`src/rtl/assert_macros.svh`:
```
// Assertion macros shared by the edge magnitude RTL.
`ifndef ASSERT_MACROS_SVH
`define ASSERT_MACROS_SVH

// A property that must hold at every rising edge outside reset.
`define SEM_ASSERT(lbl, prop, msg) \
  lbl: assert property (@(posedge clk_i) disable iff (!rst_ni) (prop)) else $error(msg);

// A condition that must never be true outside reset.
`define SEM_NEVER(lbl, cond, msg) \
  `SEM_ASSERT(lbl, !(cond), msg)

`endif

```
`src/rtl/sem_pkg.sv`:
```
// Types and constants shared by the Sobel edge magnitude block.
package sem_pkg;

  typedef struct packed {
    logic       kind;
    logic [7:0] in_red;
    logic [7:0] in_green;
    logic [7:0] in_blue;
  } sem_in_t;

  typedef struct packed {
    logic [7:0] edge_red;
    logic [7:0] edge_green;
    logic [7:0] edge_blue;
    logic       frame_end;
  } sem_out_t;

  localparam logic       KIND_PIXEL   = 1'b0;
  localparam logic       KIND_FLUSH   = 1'b1;
  localparam logic [1:0] CFG_WIDTH    = 2'd0;
  localparam logic [1:0] CFG_HEIGHT   = 2'd1;
  localparam int         CFG_IDX_W    = 2;
  localparam int         PIX_W        = 24;
  localparam int         ROW_W        = 13;
  localparam int         OROW_W       = 12;
  localparam logic [10:0] WIDTH_RST   = 11'd1024;
  localparam logic [12:0] HEIGHT_RST  = 13'd768;
  localparam logic [12:0] MAX_HEIGHT  = 13'd4096;
  // Above this sum of squares the rounded root exceeds 255.
  localparam logic [20:0] SAT_BOUND   = 21'd65280;
  localparam logic [7:0]  SAT_LIMIT   = 8'd255;

  typedef enum logic [5:0] {
    ST_IDLE   = 6'b000001,
    ST_READ   = 6'b000010,
    ST_SQUARE = 6'b000100,
    ST_START  = 6'b001000,
    ST_WAIT   = 6'b010000,
    ST_FIN    = 6'b100000
  } sem_state_e;

  // Channel 0 is red, 1 green, 2 blue.
  function automatic logic [7:0] chan(input logic [PIX_W-1:0] p, input logic [1:0] ch);
    logic [7:0] v;
    case (ch)
      2'd0:    v = p[23:16];
      2'd1:    v = p[15:8];
      default: v = p[7:0];
    endcase
    return v;
  endfunction

endpackage

```
`src/rtl/sem_root.sv`:
```
// Rounded, saturated square root resolved one result bit per cycle.
module sem_root (
  input  logic        clk_i,
  input  logic        rst_ni,
  input  logic        start_i,
  input  logic [20:0] x_i,
  output logic        done_o,
  output logic [7:0]  root_o
);
  logic [15:0] x_q, x_d;
  logic [10:0] rem_q, rem_d;
  logic [7:0]  q_q, q_d;
  logic [2:0]  cnt_q, cnt_d;
  logic        busy_q, busy_d;
  logic        sat_q, sat_d;
  logic [10:0] trial;
  logic [10:0] cand;

  always_comb begin
    x_d    = x_q;
    rem_d  = rem_q;
    q_d    = q_q;
    cnt_d  = cnt_q;
    busy_d = busy_q;
    sat_d  = sat_q;
    cand   = {rem_q[8:0], x_q[15:14]};
    trial  = {1'b0, q_q, 2'b01};
    if (start_i) begin
      x_d    = x_i[15:0];
      sat_d  = x_i > sem_pkg::SAT_BOUND;
      rem_d  = '0;
      q_d    = '0;
      cnt_d  = '0;
      busy_d = 1'b1;
    end else if (busy_q) begin
      x_d = {x_q[13:0], 2'b00};
      if (cand >= trial) begin
        rem_d = cand - trial;
        q_d   = {q_q[6:0], 1'b1};
      end else begin
        rem_d = cand;
        q_d   = {q_q[6:0], 1'b0};
      end
      cnt_d = cnt_q + 3'd1;
      if (cnt_q == 3'd7) begin
        busy_d = 1'b0;
      end
    end
  end

  always_ff @(posedge clk_i or negedge rst_ni) begin
    if (!rst_ni) begin
      busy_q <= 1'b0;
      cnt_q  <= '0;
    end else begin
      busy_q <= busy_d;
      cnt_q  <= cnt_d;
    end
  end

  always_ff @(posedge clk_i) begin
    x_q   <= x_d;
    rem_q <= rem_d;
    q_q   <= q_d;
    sat_q <= sat_d;
  end

  // The remainder x - q*q exceeds q exactly when the root rounds up.
  assign done_o = busy_q && (cnt_q == 3'd7);
  assign root_o = sat_q ? sem_pkg::SAT_LIMIT :
                  ((rem_q > {3'b000, q_q}) ? q_q + 8'd1 : q_q);
endmodule
```
`config.mk`:
```
export PLATFORM = sky130hd
export DESIGN_NAME = sem_root
export DESIGN_NICKNAME = d
export VERILOG_FILES = /design/src/rtl/assert_macros.svh /design/src/rtl/sem_pkg.sv /design/src/rtl/sem_root.sv
export SDC_FILE = /design/constraint.sdc
export NUM_CORES = 1
export LEC_CHECK = 0
export ABC_AREA = 1
export ABC_CLOCK_PERIOD_IN_PS = 1890
export BUFFER_PORTS_ARGS = -buffer_cell sky130_fd_sc_hd__buf_2
export CAP_MARGIN = 40
export CORE_AREA = 2 2 125 66
export DETAILED_ROUTE_END_ITERATION = 7
export DIE_AREA = 0 0 127 68
export SETUP_SLACK_MARGIN = 0.5
export SYNTH_ARGS = -nofsm -noshare
export SYNTH_HDL_FRONTEND = slang
export SYNTH_SLANG_ARGS = --single-unit
```
`constraint.sdc`:
```
create_clock -name clk_i -period 1.89 [get_ports clk_i]
set_input_delay 0 -clock clk_i [delete_from_list [all_inputs] [get_ports clk_i]]
set_output_delay 0 -clock clk_i [all_outputs]
set_load 0.03 [all_outputs]
```
==> results.toml, run 1 <==
[run]
maxCapViolations = 0

[setup_path]
arrival_ns = 2.29
rr_worst_depth = 17
critPathLaunchType = "flip-flop"
critical_path_peak_fanout = 3
worst_setup_path_startpoint = "q_q[4]"
required_ns = 2.13
worst_r2r_startpoint = "q_q[4]"
setup.worst_path.class = "flip-flop to flip-flop"
worst_r2r_endpoint = "rem_q[9]"
cp-end-kind = "flip-flop"
worst_setup_path_endpoint = "rem_q[9]"
r2r_slack_ns = -0.16

[sta]
timing.final.ws_setup_ns = -0.163
grt_setup_unrepaired = "true"
finalWorstPathRequiredPeriod_ns = 2.05
fin_crit_sh = 1.09
fin_hold_ws_ns = -0.0000556
skew_ns = 0.00455
slew_at_the_pin_closest_to_its_max_slew_limit_ns = 0.847
report.final.slew_viol_count = 0
timing.setup.tns_ns = -1.58
timing.max_slew.rel_slack = 0.435
fmaxAchievable_ghz = 0.487
setup_viol = 15
timing_hold_violations_final = 1

[clock_network]
numCtsBuffers = 5
cts_tree = "yes"
clk_path_buf_depth = 2
clk_transition_reported_paths_ns = 0.06
clock-sinks = 40
worst_skew_late_latency_ns = 0.29
clock_tree.htree_level_count = 2
cts-root-buf = "clkbuf_16"

[routing]
drt_pass1_iterations = 4
drt-vias-per-instance = 5.04
post-route-drc-count = 0
drt_iter0_markers = 221
postRouteAntennaNets = 0
drt-total-wl_mm = 8.66
vias = 2726
routed_length_per_placed_instance_microns = 16.0

[final_layout]
fin_util = 0.540
post_route_cells_drive_above_1_share = 0.483
nets = 478
areaGrowthSynthToFinish_pct = 59.0
num_antenna_cells = 0
instances_no_fill = 541

[floorplanning]
core_area_sq_um = 7650
die_width_microns = 127
fp-row-count = 23
pin_count = 33
die_area_sq_um = 8640
initial_core_util = 0.340
chipHeight_microns = 68

[logic_synthesis]
postSynthAreaPerCell_sq_um = 7.47
postSynthNetCount = 386
synthDistinctLibCells = 35
synth_cells = 348
synth-edff-count = 17
yosys_register_bits = 40
yosys_warnings = 0
ys_seq_area_frac = 0.381
synth-async-reset-ratio = 0.100
synthesis.area_sq_um = 2600
synth_flop_cell = "dfxtp_1"

[power]
power.leakage_uw = 0.00196
power.density_nw_per_um2 = 1640
power.ir.vdd_worst_mv = 0.584

[place]
detailedPlacementHpwl_mm = 5.83
routabilityCongestion = 0.963
place.port_buffers = 32
pre_cts_ws_ns = 0.00996
placed_instances = 496

[grt]
grt_max_degree = 26
global_route_wire_length_before_repair_mm = 13.1
first_global_vias = 2443
global_route.overflow_total = 0
grt_antenna_before_repair = 0
grt_usage = 0.203

[run_status]
outcome = "finished with violations"
violations = "hold timing, setup timing"

[min_path]
worst_min_delay_path_category = "input pin to flip-flop"
## Yosys cell counts (2+ instances only)
cell      instances  area (sq um)
a21oi_1           7          35.0
a22o_1            2          17.5
clkbuf_1          4          15.0
dfrtp_1           4           100
dfxtp_1          19           380
edfxtp_1         17           510
ha_1             14           175
inv_1            44           165
nand2_1         119           447
nand2_2           3          18.8
nand2_4           3          33.8
nand3_1          39           195
nand3_2           2          20.0
nand3_4           2          35.0
nand4_1           9          56.3
nor2_1           16          60.1
nor2_4            2          22.5
nor3_1            2          10.0
nor4_1            2          12.5
o211ai_1          2          15.0
o21ai_0           5          25.0
o21bai_1          3          22.5
o22ai_1           7          43.8
xnor2_1           3          26.3
xor2_1            8          70.1
## power breakdown
group / leakage (uW) / switching (uW) / internal, uW
clock network: 0.0000736 / 369 / 487
logic: 0.00149 / 2710 / 2000
registers: 0.000398 / 147 / 1070
total: 0.00196 / 3230 / 3560
## area by class of cell
class                      count  area [sq um]
tap                          100           125
multi-input combinational    259          1980
timing repair buffer          88           689
clock inverter                 3          18.8
clock buffer                   5           125
sequential                    40          1010
fill                         664          3520
inverter                      46           183
## timing repair
item / CTS / global route
setup buffers: 20 / 7
endpoints found under the setup margin: 43 / 22
gates cloned: 3 / 0
gates resized for setup: 68 / 44
endpoints found under the hold margin: 10 / 0
pin swaps: 20 / 30
hold buffers: 7 / 0
## cell families after synthesis
family	after synthesis	synth area share
flops	40	0.381
fa+ha+maj	14	0.0674
xor+xnor	11	0.0371
compound gates	28	0.0664
buf+inv	52	0.0770
simple gates	203	0.371
## worst max-delay path: stages (launching register included)
cell,delay (ns)
dfxtp_2,0.33
inv_2,0.05
ha_4,0.26
nand2_4,0.11
nor2_4,0.05
buf_4,0.12
buf_4,0.12
buf_4,0.12
buf_4,0.12
buf_4,0.12
buf_6,0.12
nand2_4,0.06
nand3_2,0.07
nand2_2,0.07
nand3_2,0.08
nand2_2,0.07
nand2_1,0.06
nand2_1,0.05
## registers in the layout, summed over array words and instances (netlist names)
name,flops
busy_q,1
cnt_q,3
q_q,8
rem_q,11
sat_q,1
x_q,16
## worst min-delay path by stage
stage / depth (start not counted) / slack (ns) / startpoint / to
detailed placement: 1 / -0.19 / rst_ni / cnt_q[1]
floorplan: 0 / -0.30 / rst_ni / busy_q
CTS: 3 / 0.0004 / x_i[11] / x_q[11]
global placement: 1 / -0.19 / rst_ni / cnt_q[1]
global route: 3 / 0.01 / x_i[11] / x_q[11]
finish: 3 / -0.00006 / x_i[5] / x_q[5]
## placed cells by master, fill, tap and decap left out, types with 3 or more instances in the layout
master / n
inv_2: 8
nand2_1: 89
clkbuf_16: 5
dfrtp_1: 4
nand3_4: 14
ha_4: 8
buf_4: 42
o22ai_1: 7
xor2_1: 8
a21oi_1: 3
ha_1: 5
nand2_8: 3
nor2_4: 5
nand4_1: 9
nand2_2: 23
dfxtp_2: 14
nand3_2: 21
nor2_1: 12
o21ai_0: 4
inv_1: 35
buf_6: 15
nand3_1: 10
a21oi_2: 4
xnor2_1: 3
o21bai_1: 3
dlygate4sd3_1: 7
edfxtp_1: 17
buf_2: 23
nand2_4: 12
dfxtp_1: 4
## layer usage
layer  global-route usage  vias up  share of wire
met5                    0        -              0
met4               0.0604        0          0.019
met3               0.0516       15          0.078
met2                0.272       86           0.40
met1                0.311     1287           0.50
li1                     -     1338              -
## per-stage QoR
stage	power, uW	hold WS, ns	instance area (sq um)
finish	6790	-0.0000556	4130
global route	7160	0.0113	4130
CTS	5940	0.000408	3890
detailed placement	4190	-0.187	3260
global placement	4180	-0.187	3260
floorplan	3410	-0.296	2840
No activity file was read; power rests on OpenSTA's default activity.
==> inputs of run 2 (changes only) <==
--- a/config.mk
+++ b/config.mk
@@ -12,6 +12,7 @@
 export CORE_AREA = 2 2 125 66
 export DETAILED_ROUTE_END_ITERATION = 7
 export DIE_AREA = 0 0 127 68
+export REMOVE_ABC_BUFFERS = 1
 export SETUP_SLACK_MARGIN = 0.5
 export SYNTH_ARGS = -nofsm -noshare
 export SYNTH_HDL_FRONTEND = slang
==> run 2 against run 1 <==
Compared with the run above:
- the flow finishes with violations (setup timing)
- largest cell class unchanged
- critical path depth fell by 7
- core utilization fell by 0.90 points
- global-route usage fell by 0.39 points
==> results.toml, run 2 (synthesis gave the netlist of run 1 again) <==
[sta]
fin_crit_sh = 1.03
setup_viol = 8
grt_setup_unrepaired = "true"
fin_hold_ws_ns = 0.00249
timing.max_slew.rel_slack = 0.736
timing.setup.tns_ns = -0.367
fmaxAchievable_ghz = 0.512
timing_hold_violations_final = 0
timing.final.ws_setup_ns = -0.0639
report.final.slew_viol_count = 0
finalWorstPathRequiredPeriod_ns = 1.95
skew_ns = 0.00464
slew_at_the_pin_closest_to_its_max_slew_limit_ns = 0.396

[floorplanning]
die_area_sq_um = 8640
initial_core_util = 0.340
die_width_microns = 127
chipHeight_microns = 68
pin_count = 33
fp-row-count = 23
core_area_sq_um = 7650

[place]
place.port_buffers = 32
place_area_sq_um = 3110
routabilityCongestion = 0.971
detailedPlacementHpwl_mm = 5.61

[grt]
grt_usage = 0.199
grt_max_degree = 24
grt_antenna_before_repair = 0
global_route.overflow_total = 0
global_route_wire_length_before_repair_mm = 12.9
first_global_vias = 2526

[clock_network]
cts-root-buf = "clkbuf_16"
worst_skew_late_latency_ns = 0.29
clk_transition_reported_paths_ns = 0.06
clock_tree.htree_level_count = 2
clk_path_buf_depth = 2
clock-sinks = 40
cts_tree = "yes"
numCtsBuffers = 5

[final_layout]
registers_with_the_most_flip_flops = "x_q (16), rem_q (11), q_q (8)"
number_of_flip_flops_under_the_largest_register_name = 16
fillCellCount = 697
area.sequential_sq_um = 1020
areaGrowthSynthToFinish_pct = 56.3
num_antenna_cells = 0
finish.instance_area_sq_um = 4060
final_cell_mix = "nand2_1, buf_4, inv_1"
largest_register = "x_q"
post_route_cells_drive_above_1_share = 0.452
nets = 491
final_common_cell = "nand2_1"
multi_input_logic_area_sq_um = 1790

[setup_path]
setup.worst_path.class = "flip-flop to output port"
cp-end-kind = "output port"
critPathLaunchType = "flip-flop"
rr_worst_depth = 11
required_ns = 1.89
critical_path_peak_fanout = 5
arrival_ns = 1.95

[run]
maxCapViolations = 0

[routing]
drt_iter0_markers = 241
routed_length_per_placed_instance_microns = 15.4
drt-total-wl_mm = 8.51
drt-vias-per-instance = 4.95
drt_pass1_iterations = 5
vias = 2745
postRouteAntennaNets = 0
post-route-drc-count = 0

[min_path]
worst_min_delay_path_category = "input pin to flip-flop"
whs_path_depth = 3

[power]
power.ir.vdd_worst_mv = 0.635
power.density_nw_per_um2 = 1610
power.leakage_uw = 0.00197

[run_status]
outcome = "finished with violations"
violations = "setup timing"
## run 2: per-stage QoR
stage / total power (uW) / cells / utilization / setup slack (ns)
final: 6540 / 554 / 0.531 / -0.0639
after global routing: 6960 / 554 / 0.531 / -0.177
after CTS: 5920 / 544 / 0.500 / -0.0221
after detailed placement: 4060 / 507 / 0.406 / -0.00859
after global placement: 4110 / 507 / 0.406 / -0.0186
after floorplan: 3090 / 342 / - / -0.0346
## run 2: timing repair
item | CTS | global route
endpoints found under the setup margin | 27 | 28
hold buffers | 11 | 0
buffers inserted | 15 | 10
hold endpoints to repair | 13 | 0
resized for setup | 86 | 42
pin swaps | 20 | 22
cloned | 3 | 0
## run 2: worst max-delay path: stages (launching register included)
cell and delay [ns]:
dfxtp_4 0.37, ha_4 0.27, nand2_4 0.09, inv_2 0.04, a21oi_2 0.16, nand2_1 0.09, nand2_2 0.10, nand3_2 0.15
nand3_1 0.14, nand3_2 0.09, buf_6 0.16
## run 2: report_power, final
part	switching [uW]	total, uW	leakage [uW]	internal, uW
clock network	370	992	0.0000814	621
logic	2410	4300	0.00148	1890
registers	169	1250	0.000399	1080
## run 2: path summary, 6_finish.rpt
path	start	end	slack [ns]
min	x_i[18]	sat_q	0.002
min reg2reg	rem_q[9]	rem_q[9]	0.46
max in group asynchronous	rst_ni	cnt_q[0]	1.74
max reg2reg	rem_q[4]	rem_q[5]	0.04
max	rem_q[5]	root_o[6]	-0.06
min in group asynchronous	rst_ni	busy_q	0.03
## run 2: final cells by class
type / count / area share
Timing Repair Buffer: 101 / 0.194
Sequential cell: 40 / 0.251
Clock buffer: 5 / 0.0308
Multi-Input combinational cell: 259 / 0.439
Inverter: 46 / 0.0431
Clock inverter: 3 / 0.0105
Tap cell: 100 / 0.0308
## run 2: routing by layer
layer | vias to the layer above | wire, microns | GRT usage
li1 | 1358 | - | -
met1 | 1273 | 4380 | 0.297
met2 | 103 | 3350 | 0.281
met3 | 11 | 652 | 0.0500
met4 | 0 | 127 | 0.0536
met5 | - | 0 | 0
